`src/hdl/smv_pkg.sv`:
```
// Package with types, constants and the exponent table for the softmax block.
package smv_pkg;

  localparam int unsigned SAMPLE_W = 16;
  localparam int unsigned EXP_W    = 17;
  localparam int unsigned SUM_W    = 24;
  localparam int unsigned PROB_W   = 16;
  localparam int unsigned QUOT_W   = 17;
  localparam logic [9:0]  LOG2E_Q8 = 10'd369;

  typedef enum logic [5:0] {
    ST_LOAD = 6'b000001,
    ST_SUMR = 6'b000010,
    ST_SUMA = 6'b000100,
    ST_EMTR = 6'b001000,
    ST_DIV  = 6'b010000,
    ST_OUT  = 6'b100000
  } state_e;

  function automatic logic [EXP_W-1:0] exp2_frac(input logic [3:0] idx);
    logic [EXP_W-1:0] v;
    case (idx)
      4'd0:    v = 17'd65536;
      4'd1:    v = 17'd62757;
      4'd2:    v = 17'd60097;
      4'd3:    v = 17'd57549;
      4'd4:    v = 17'd55109;
      4'd5:    v = 17'd52773;
      4'd6:    v = 17'd50535;
      4'd7:    v = 17'd48393;
      4'd8:    v = 17'd46341;
      4'd9:    v = 17'd44376;
      4'd10:   v = 17'd42495;
      4'd11:   v = 17'd40693;
      4'd12:   v = 17'd38968;
      4'd13:   v = 17'd37316;
      4'd14:   v = 17'd35734;
      4'd15:   v = 17'd34219;
      default: v = 17'd0;
    endcase
    return v;
  endfunction

endpackage

```
`src/hdl/softmax_vector.sv`:
```
// Softmax over one streamed vector with a shared exponent unit and serial divider.
//
//  channel | dir | handshake          | payload
//  s_axis  | in  | tvalid/tready      | tdata: sample, tlast: last_element
//  m_axis  | out | tvalid/tready      | tdata: probability, tuser: overflow, tlast
//
// Load: one element per cycle. At the flagged element the block walks the store
// twice: per element a memory read and an exp-and-add step for the sum, then per
// element a read, an exp step that starts the divider, the divider steps and an output step.
// Reset clears control state; the store needs none. Output stalls hold the result.
module softmax_vector #(
  parameter int unsigned MAX_LEN = 64
) (
  input  logic        clk_i,
  input  logic        rst_ni,
  input  logic        s_axis_tvalid,
  output logic        s_axis_tready,
  input  logic [15:0] s_axis_tdata,   // [15:0] sample
  input  logic        s_axis_tlast,
  output logic        m_axis_tvalid,
  input  logic        m_axis_tready,
  output logic [15:0] m_axis_tdata,   // [15:0] probability
  output logic        m_axis_tlast,
  output logic        m_axis_tuser    // [0] overflow
);

  localparam int unsigned AW = (MAX_LEN > 1) ? $clog2(MAX_LEN) : 1;
  localparam int unsigned CW = $clog2(MAX_LEN + 1);

  smv_pkg::state_e state_q, state_d;

  logic signed [15:0] mem [MAX_LEN];
  logic signed [15:0] rd_q;
  logic [CW-1:0]      cnt_q, idx_q;
  logic signed [15:0] max_q;
  logic [smv_pkg::SUM_W-1:0] sum_q;
  logic               ovf_q;
  logic [40:0]        rem_q;
  logic [smv_pkg::QUOT_W-1:0] quo_q;
  logic [4:0]         bit_q;
  logic [15:0]        prob_q;
  logic               last_q;

  logic               acc_in, store_ok;
  logic [AW-1:0]      rd_addr;
  logic [15:0]        gap;
  logic [25:0]        scaled;
  logic [17:0]        y;
  logic [smv_pkg::EXP_W-1:0] exp_c;

  assign s_axis_tready = (state_q == smv_pkg::ST_LOAD);
  assign acc_in        = s_axis_tvalid && s_axis_tready;
  assign store_ok      = (cnt_q < CW'(MAX_LEN));
  assign rd_addr       = idx_q[AW-1:0];

  assign gap    = 16'(max_q - rd_q);
  assign scaled = {10'd0, gap} * {16'd0, smv_pkg::LOG2E_Q8};
  assign y      = scaled[25:8];
  always_comb begin
    if (y[17:8] >= 10'd17) begin
      exp_c = '0;
    end else begin
      exp_c = smv_pkg::exp2_frac(y[7:4]) >> y[12:8];
    end
  end

  always_ff @(posedge clk_i) begin
    if (acc_in && store_ok) begin
      mem[cnt_q[AW-1:0]] <= s_axis_tdata;
    end
    rd_q <= mem[rd_addr];
  end

  always_comb begin
    state_d = state_q;
    case (state_q)
      smv_pkg::ST_LOAD: begin
        if (acc_in && s_axis_tlast) begin
          state_d = smv_pkg::ST_SUMR;
        end
      end
      smv_pkg::ST_SUMR: state_d = smv_pkg::ST_SUMA;
      smv_pkg::ST_SUMA: begin
        state_d = (idx_q + CW'(1) == cnt_q) ? smv_pkg::ST_EMTR : smv_pkg::ST_SUMR;
      end
      smv_pkg::ST_EMTR: state_d = smv_pkg::ST_DIV;
      smv_pkg::ST_DIV: begin
        if (bit_q == 5'd17) begin
          state_d = smv_pkg::ST_OUT;
        end
      end
      smv_pkg::ST_OUT: begin
        if (m_axis_tready) begin
          state_d = last_q ? smv_pkg::ST_LOAD : smv_pkg::ST_EMTR;
        end
      end
      default: state_d = smv_pkg::ST_LOAD;
    endcase
  end

  always_ff @(posedge clk_i or negedge rst_ni) begin
    if (!rst_ni) begin
      state_q <= smv_pkg::ST_LOAD;
      cnt_q   <= '0;
      idx_q   <= '0;
      max_q   <= 16'sh8000;
      sum_q   <= '0;
      ovf_q   <= 1'b0;
      bit_q   <= '0;
    end else begin
      state_q <= state_d;
      case (state_q)
        smv_pkg::ST_LOAD: begin
          if (acc_in) begin
            if (store_ok) begin
              cnt_q <= cnt_q + CW'(1);
              if ($signed(s_axis_tdata) > max_q) begin
                max_q <= s_axis_tdata;
              end
            end else begin
              ovf_q <= 1'b1;
            end
            idx_q <= '0;
            sum_q <= '0;
          end
        end
        smv_pkg::ST_SUMA: begin
          sum_q <= sum_q + smv_pkg::SUM_W'(exp_c);
          idx_q <= (idx_q + CW'(1) == cnt_q) ? '0 : idx_q + CW'(1);
        end
        smv_pkg::ST_EMTR: begin
          bit_q <= '0;
        end
        smv_pkg::ST_DIV: begin
          bit_q <= bit_q + 5'd1;
        end
        smv_pkg::ST_OUT: begin
          if (m_axis_tready) begin
            if (last_q) begin
              cnt_q <= '0;
              idx_q <= '0;
              max_q <= 16'sh8000;
              sum_q <= '0;
              ovf_q <= 1'b0;
            end else begin
              idx_q <= idx_q + CW'(1);
            end
          end
        end
        default: ;
      endcase
    end
  end

  // restoring division of (e*65536 + sum/2) by sum, one quotient bit per cycle
  always_ff @(posedge clk_i) begin
    if (state_q == smv_pkg::ST_EMTR) begin
      last_q <= (idx_q + CW'(1) == cnt_q);
    end
    if (state_q == smv_pkg::ST_DIV && bit_q == 5'd0) begin
      rem_q <= 41'({exp_c, 16'd0} + 33'(sum_q >> 1));
      quo_q <= '0;
    end else if (state_q == smv_pkg::ST_DIV) begin
      if (rem_q >= {17'd0, sum_q} << (5'd17 - bit_q)) begin
        rem_q <= rem_q - ({17'd0, sum_q} << (5'd17 - bit_q));
        quo_q <= {quo_q[smv_pkg::QUOT_W-2:0], 1'b1};
      end else begin
        quo_q <= {quo_q[smv_pkg::QUOT_W-2:0], 1'b0};
      end
    end
    if (state_q == smv_pkg::ST_DIV && bit_q == 5'd17) begin
      prob_q <= quo_q[15] ? 16'hFFFF : {quo_q[14:0], (rem_q >= {17'd0, sum_q})};
    end
  end

  assign m_axis_tvalid = (state_q == smv_pkg::ST_OUT);
  assign m_axis_tdata  = prob_q;
  assign m_axis_tlast  = last_q;
  assign m_axis_tuser  = ovf_q;

endmodule
```
`config.mk`:
```
export PLATFORM = sky130hd
export DESIGN_NAME = softmax_vector
export DESIGN_NICKNAME = d
export VERILOG_FILES = /design/src/hdl/smv_pkg.sv /design/src/hdl/softmax_vector.sv
export SDC_FILE = /design/constraint.sdc
export NUM_CORES = 2
export LEC_CHECK = 0
export ABC_AREA = 1
export BUFFER_PORTS_ARGS = -buffer_cell sky130_fd_sc_hd__buf_2
export CORE_MARGIN = 2
export CORE_UTILIZATION = 45
export CTS_BUF_LIST = sky130_fd_sc_hd__clkbuf_4 sky130_fd_sc_hd__clkbuf_8
export DETAILED_ROUTE_END_ITERATION = 10
export GPL_TIMING_DRIVEN = 0
export PLACE_DENSITY = 0.74
export SYNTH_ARGS = -nofsm -noshare
export SYNTH_HDL_FRONTEND = slang
export SYNTH_SLANG_ARGS = --single-unit
```
`constraint.sdc`:
```
create_clock -name clk_i -period 8 [get_ports clk_i]
set_input_delay 1.6 -clock clk_i [delete_from_list [all_inputs] [get_ports clk_i]]
set_output_delay 1.6 -clock clk_i [all_outputs]
set_load 0.05 [all_outputs]
```
==> results_tabular.tex <==
\begin{tabular}{lr}
\hline
Metric & Value \\
\hline
\multicolumn{2}{l}{\textbf{Setup path}} \\
\quad Path depth of the worst reg2reg path & 54 \\
\quad Cell seen most often among critical-path stages & nand2\_2 \\
\quad Largest stage delay on the critical path & 0.53 ns \\
\quad Capturing instance or port of the critical path & rem\_q[28] \\
\quad Critical path required time & 8.65 ns \\
\quad Data arrival time of the critical path & 8.65 ns \\
\quad Endpoint of the lowest-slack register-to-register path & rem\_q[28] \\
\quad Reg2Reg Setup Slack & 0.005 ns \\
\quad Capturing element type of the critical path & flop \\
\quad FF-to-FF Start & max\_q[0] \\
\quad Critical setup path kind & reg -> reg \\
\quad Worst setup SP type & flop \\
\quad Critical Path Source & max\_q[0] \\
\quad Maximum fanout along the worst path & 10 \\
\quad CP max stage cell & fa\_1 \\
\multicolumn{2}{l}{\textbf{Cells and area}} \\
\quad Layout area overhead & 18.0\% \\
\quad Area taken by multi-input logic gates & 0.0211 mm\^{}2 \\
\quad Number of inserted filler cells in the final layout & 10289 \\
\quad Share of cells above drive strength 1 & 15.9\% \\
\quad Summed area of non-filler cells in the final layout & 0.0665 mm\^{}2 \\
\quad Post-layout net count & 5912 \\
\quad Register area & 0.0348 mm\^{}2 \\
\multicolumn{2}{l}{\textbf{Clock tree}} \\
\quad Clock sink count & 1180 \\
\quad Clock edge transition at the registers on the reported setup and hold paths & 0.06 ns \\
\quad Buffer depth of the longest clock path & 3 \\
\quad Worst-Skew Late Latency & 0.95 ns \\
\quad Buffer type at the clock tree root & clkbuf\_8 \\
\quad H-tree lvl count & 4 \\
\quad CTS tree & done \\
\quad Cts bufs inserted & 185 \\
\multicolumn{2}{l}{\textbf{Routing}} \\
\quad Residual DRC & 0 \\
\quad Detailed Route WL & 209000 um \\
\quad Number of nets still failing antenna checks after routing & 0 \\
\quad Mean routed wirelength per cell & 28.0 um \\
\quad Routed via count divided by cell count & 6.23 \\
\quad Initial DRT Pass Iterations & 9 \\
\quad Number of DRC violations after detailed-routing iteration 0 & 8269 \\
\quad Total number of vias & 46411 \\
\multicolumn{2}{l}{\textbf{Timing}} \\
\quad Part of the cycle the worst path needs & 99.9\% \\
\quad Clock period minus final worst setup slack & 8.00 ns \\
\quad RSZ-0062 raised after global routing & true \\
\quad Worst-margin pin slew & 1.52 ns \\
\quad Final hold violation count & 0 \\
\quad Slew Limit Headroom & -2.59\% \\
\quad Final count of pins violating max slew & 31 \\
\quad Final setup violation count & 0 \\
\quad Max Freq & 125 MHz \\
\quad Setup Skew & 0.0782 ns \\
\multicolumn{2}{l}{\textbf{Placement}} \\
\quad Placed cell areas & 0.0600 mm\^{}2 \\
\quad Routability Congestion & 1.04 \\
\quad Count of port buffers added during placement & 40 \\
\quad Placed wire-length estimate & 140000 um \\
\multicolumn{2}{l}{\textbf{Yosys}} \\
\quad Post-Syn Area per Cell & 10.7 um\^{}2 \\
\quad Async set-or-reset flop fraction in the synthesized netlist & 5.59\% \\
\quad Number of distinct library cell variants in the gate-level netlist after synthesis & 65 \\
\quad Post-Syn Instances & 5279 \\
\quad Cell types occupying the most area after synthesis & edfxtp\_1, o21ai\_0, nor2\_1, ha\_1, nand2\_1 \\
\quad Count of state elements after synthesis & 1180 \\
\quad Post-synth top area cell & edfxtp\_1 \\
\quad Number of enable flip-flop cells after synthesis & 1082 \\
\quad Net Count, Synth & 5541 \\
\quad Count of yosys warnings during synthesis & 0 \\
\quad Sequential-to-total area share from yosys stat & 61.7\% \\
\quad Top-area cell type share of the netlist area & 57.7\% \\
\quad Prevailing post-synth register cell & edfxtp\_1 \\
\quad Mapped Area & 0.0563 mm\^{}2 \\
\multicolumn{2}{l}{\textbf{Global route}} \\
\quad Pin count of the biggest net entering global routing & 67 \\
\quad Congestion Overflow GR & 0 \\
\quad Wire length of the first global-routing pass & 293000 um \\
\quad Antenna violations before repair & 7 \\
\quad Via count of the first global-routing pass & 43396 \\
\quad All-layer global routing usage & 31.7\% \\
\multicolumn{2}{l}{\textbf{Status}} \\
\quad Outcome & finished with violations \\
\quad Violated checks & max-capacitance violations, max-slew violations \\
\multicolumn{2}{l}{\textbf{Job}} \\
\quad Count of max-cap constraint violations & 2 \\
\multicolumn{2}{l}{\textbf{Die}} \\
\quad Die Span X & 358 um \\
\quad Height of the die & 358 um \\
\quad Core area & 0.124 mm\^{}2 \\
\quad Effective utilization at floorplan & 45.5\% \\
\quad Die area & 0.128 mm\^{}2 \\
\quad IO Count & 41 \\
\quad Standard-cell rows & 129 \\
\multicolumn{2}{l}{\textbf{Min path}} \\
\quad Path class of the lowest-slack min-delay path & reg -> reg \\
\hline
\end{tabular}
stage by stage:
step / utilization, % / TNS (ns) / hold WS, ns / setup WS, ns / cells
finish: 53.6 / 0 / 0.486 / 0.00497 / 7447
CTS: 52.2 / -0.0447 / 0.491 / -0.0265 / 7382
global placement: 47.3 / -37.24 / 0.462 / -1.45 / 6956
floorplan: - / 0 / 0.453 / 0.103 / 5279
global route: 53.6 / -7.63 / 0.513 / -0.402 / 7446
detailed placement: 48.4 / -43.49 / 0.472 / -1.56 / 7000
logic make-up after synthesis:
group | share of synthesized area, %
AND/OR/NAND/NOR | 12.2
AO/OA/AOI/OAI | 14.6
flip-flops | 61.7
buffers and inverters | 4.24
adder cells (fa/ha/maj) | 5.87
XOR/XNOR | 0.973
multiplexers | 0.373
cell type report:
class,count,area share (%)
diodes,3,0.0113
plain buffers,282,1.70
clock buffers,260,4.73
clock inverters,84,1.16
inverters,347,1.98
multi-input cells,3469,31.8
flip-flops and latches,1180,52.3
well taps,1637,3.08
repair buffers,185,3.22
cells in the mapped netlist, drive strengths merged (5+ instances only):
library cell,count
nand3,184
dfxtp,32
nand3b,5
a21oi,162
buf,19
o21bai,10
fa,39
o21a,11
edfxtp,1082
a31oi,9
a21o,7
dfrtp,64
nor4,12
nor2,884
o21ai,880
nand4,28
ha,202
o211ai,22
xnor2,19
inv,344
xor2,38
clkbuf,264
o221ai,36
nor3,24
or2,20
mux2i,21
nand2,512
o311ai,7
o22ai,290
o32ai,8
a211oi,13
critical path: cells and delay by family (launching register included):
| kind | cells | cell delay, ns |
|---|---|---|
| flip-flops | 1 | 0.38 |
| XOR/XNOR | 2 | 0.36 |
| buffers and inverters | 10 | 0.80 |
| AND/OR/NAND/NOR | 16 | 1.40 |
| AO/OA/AOI/OAI | 18 | 2.47 |
| adder cells (fa/ha/maj) | 8 | 2.34 |
placed cells by master, fill, tap and decap left out, drive strengths merged, types with 162 or more instances in the layout:
cell / instances
edfxtp: 1082
nor2: 884
o21ai: 880
clkbuf: 525
nand2: 512
inv: 349
o22ai: 290
ha: 202
buf: 202
nand3: 184
a21oi: 162
sequential cells by signal (all words and copies together), names as in the netlist:
register and count:
rd_q 16, m_axis_tdata 16, mem 1024, cnt_q 7
m_axis_tlast 1, m_axis_tuser 1, state_q 6, rem_q 41
idx_q 7, max_q 16, quo_q 16, bit_q 5
sum_q 24
timing repair:
item                       CTS  global route
hold endpoints to repair     0             0
resized for setup          119           284
setup buffers               38            62
hold buffers                 0             0
setup endpoints to repair   41            39
pin swaps                   57           127
routing by layer:
layer / part of all wire [%] / routed length (um) / GRT usage [%]
met1: 35 / 72900 / 40.2
met2: 43 / 89500 / 46.9
met3: 15 / 31200 / 11.1
met4: 7.2 / 15000 / 18.8
met5: 0.014 / 30 / 0
worst min-delay path by stage:
stage / end / startpoint / slack [ns] / depth (start not counted)
2_1_floorplan: quo_q[10] / quo_q[9] / 0.45 / 2
3_3_place_gp: quo_q[11] / quo_q[10] / 0.46 / 2
3_5_place_dp: quo_q[13] / quo_q[12] / 0.47 / 2
4_1_cts: quo_q[10] / quo_q[9] / 0.49 / 2
5_1_grt: quo_q[11] / quo_q[10] / 0.51 / 2
6_report: quo_q[10] / quo_q[9] / 0.49 / 2
Power is left out: the tool's default activity adds up to more than one toggle a clock period on the data nets, which glitch-free logic cannot reach.
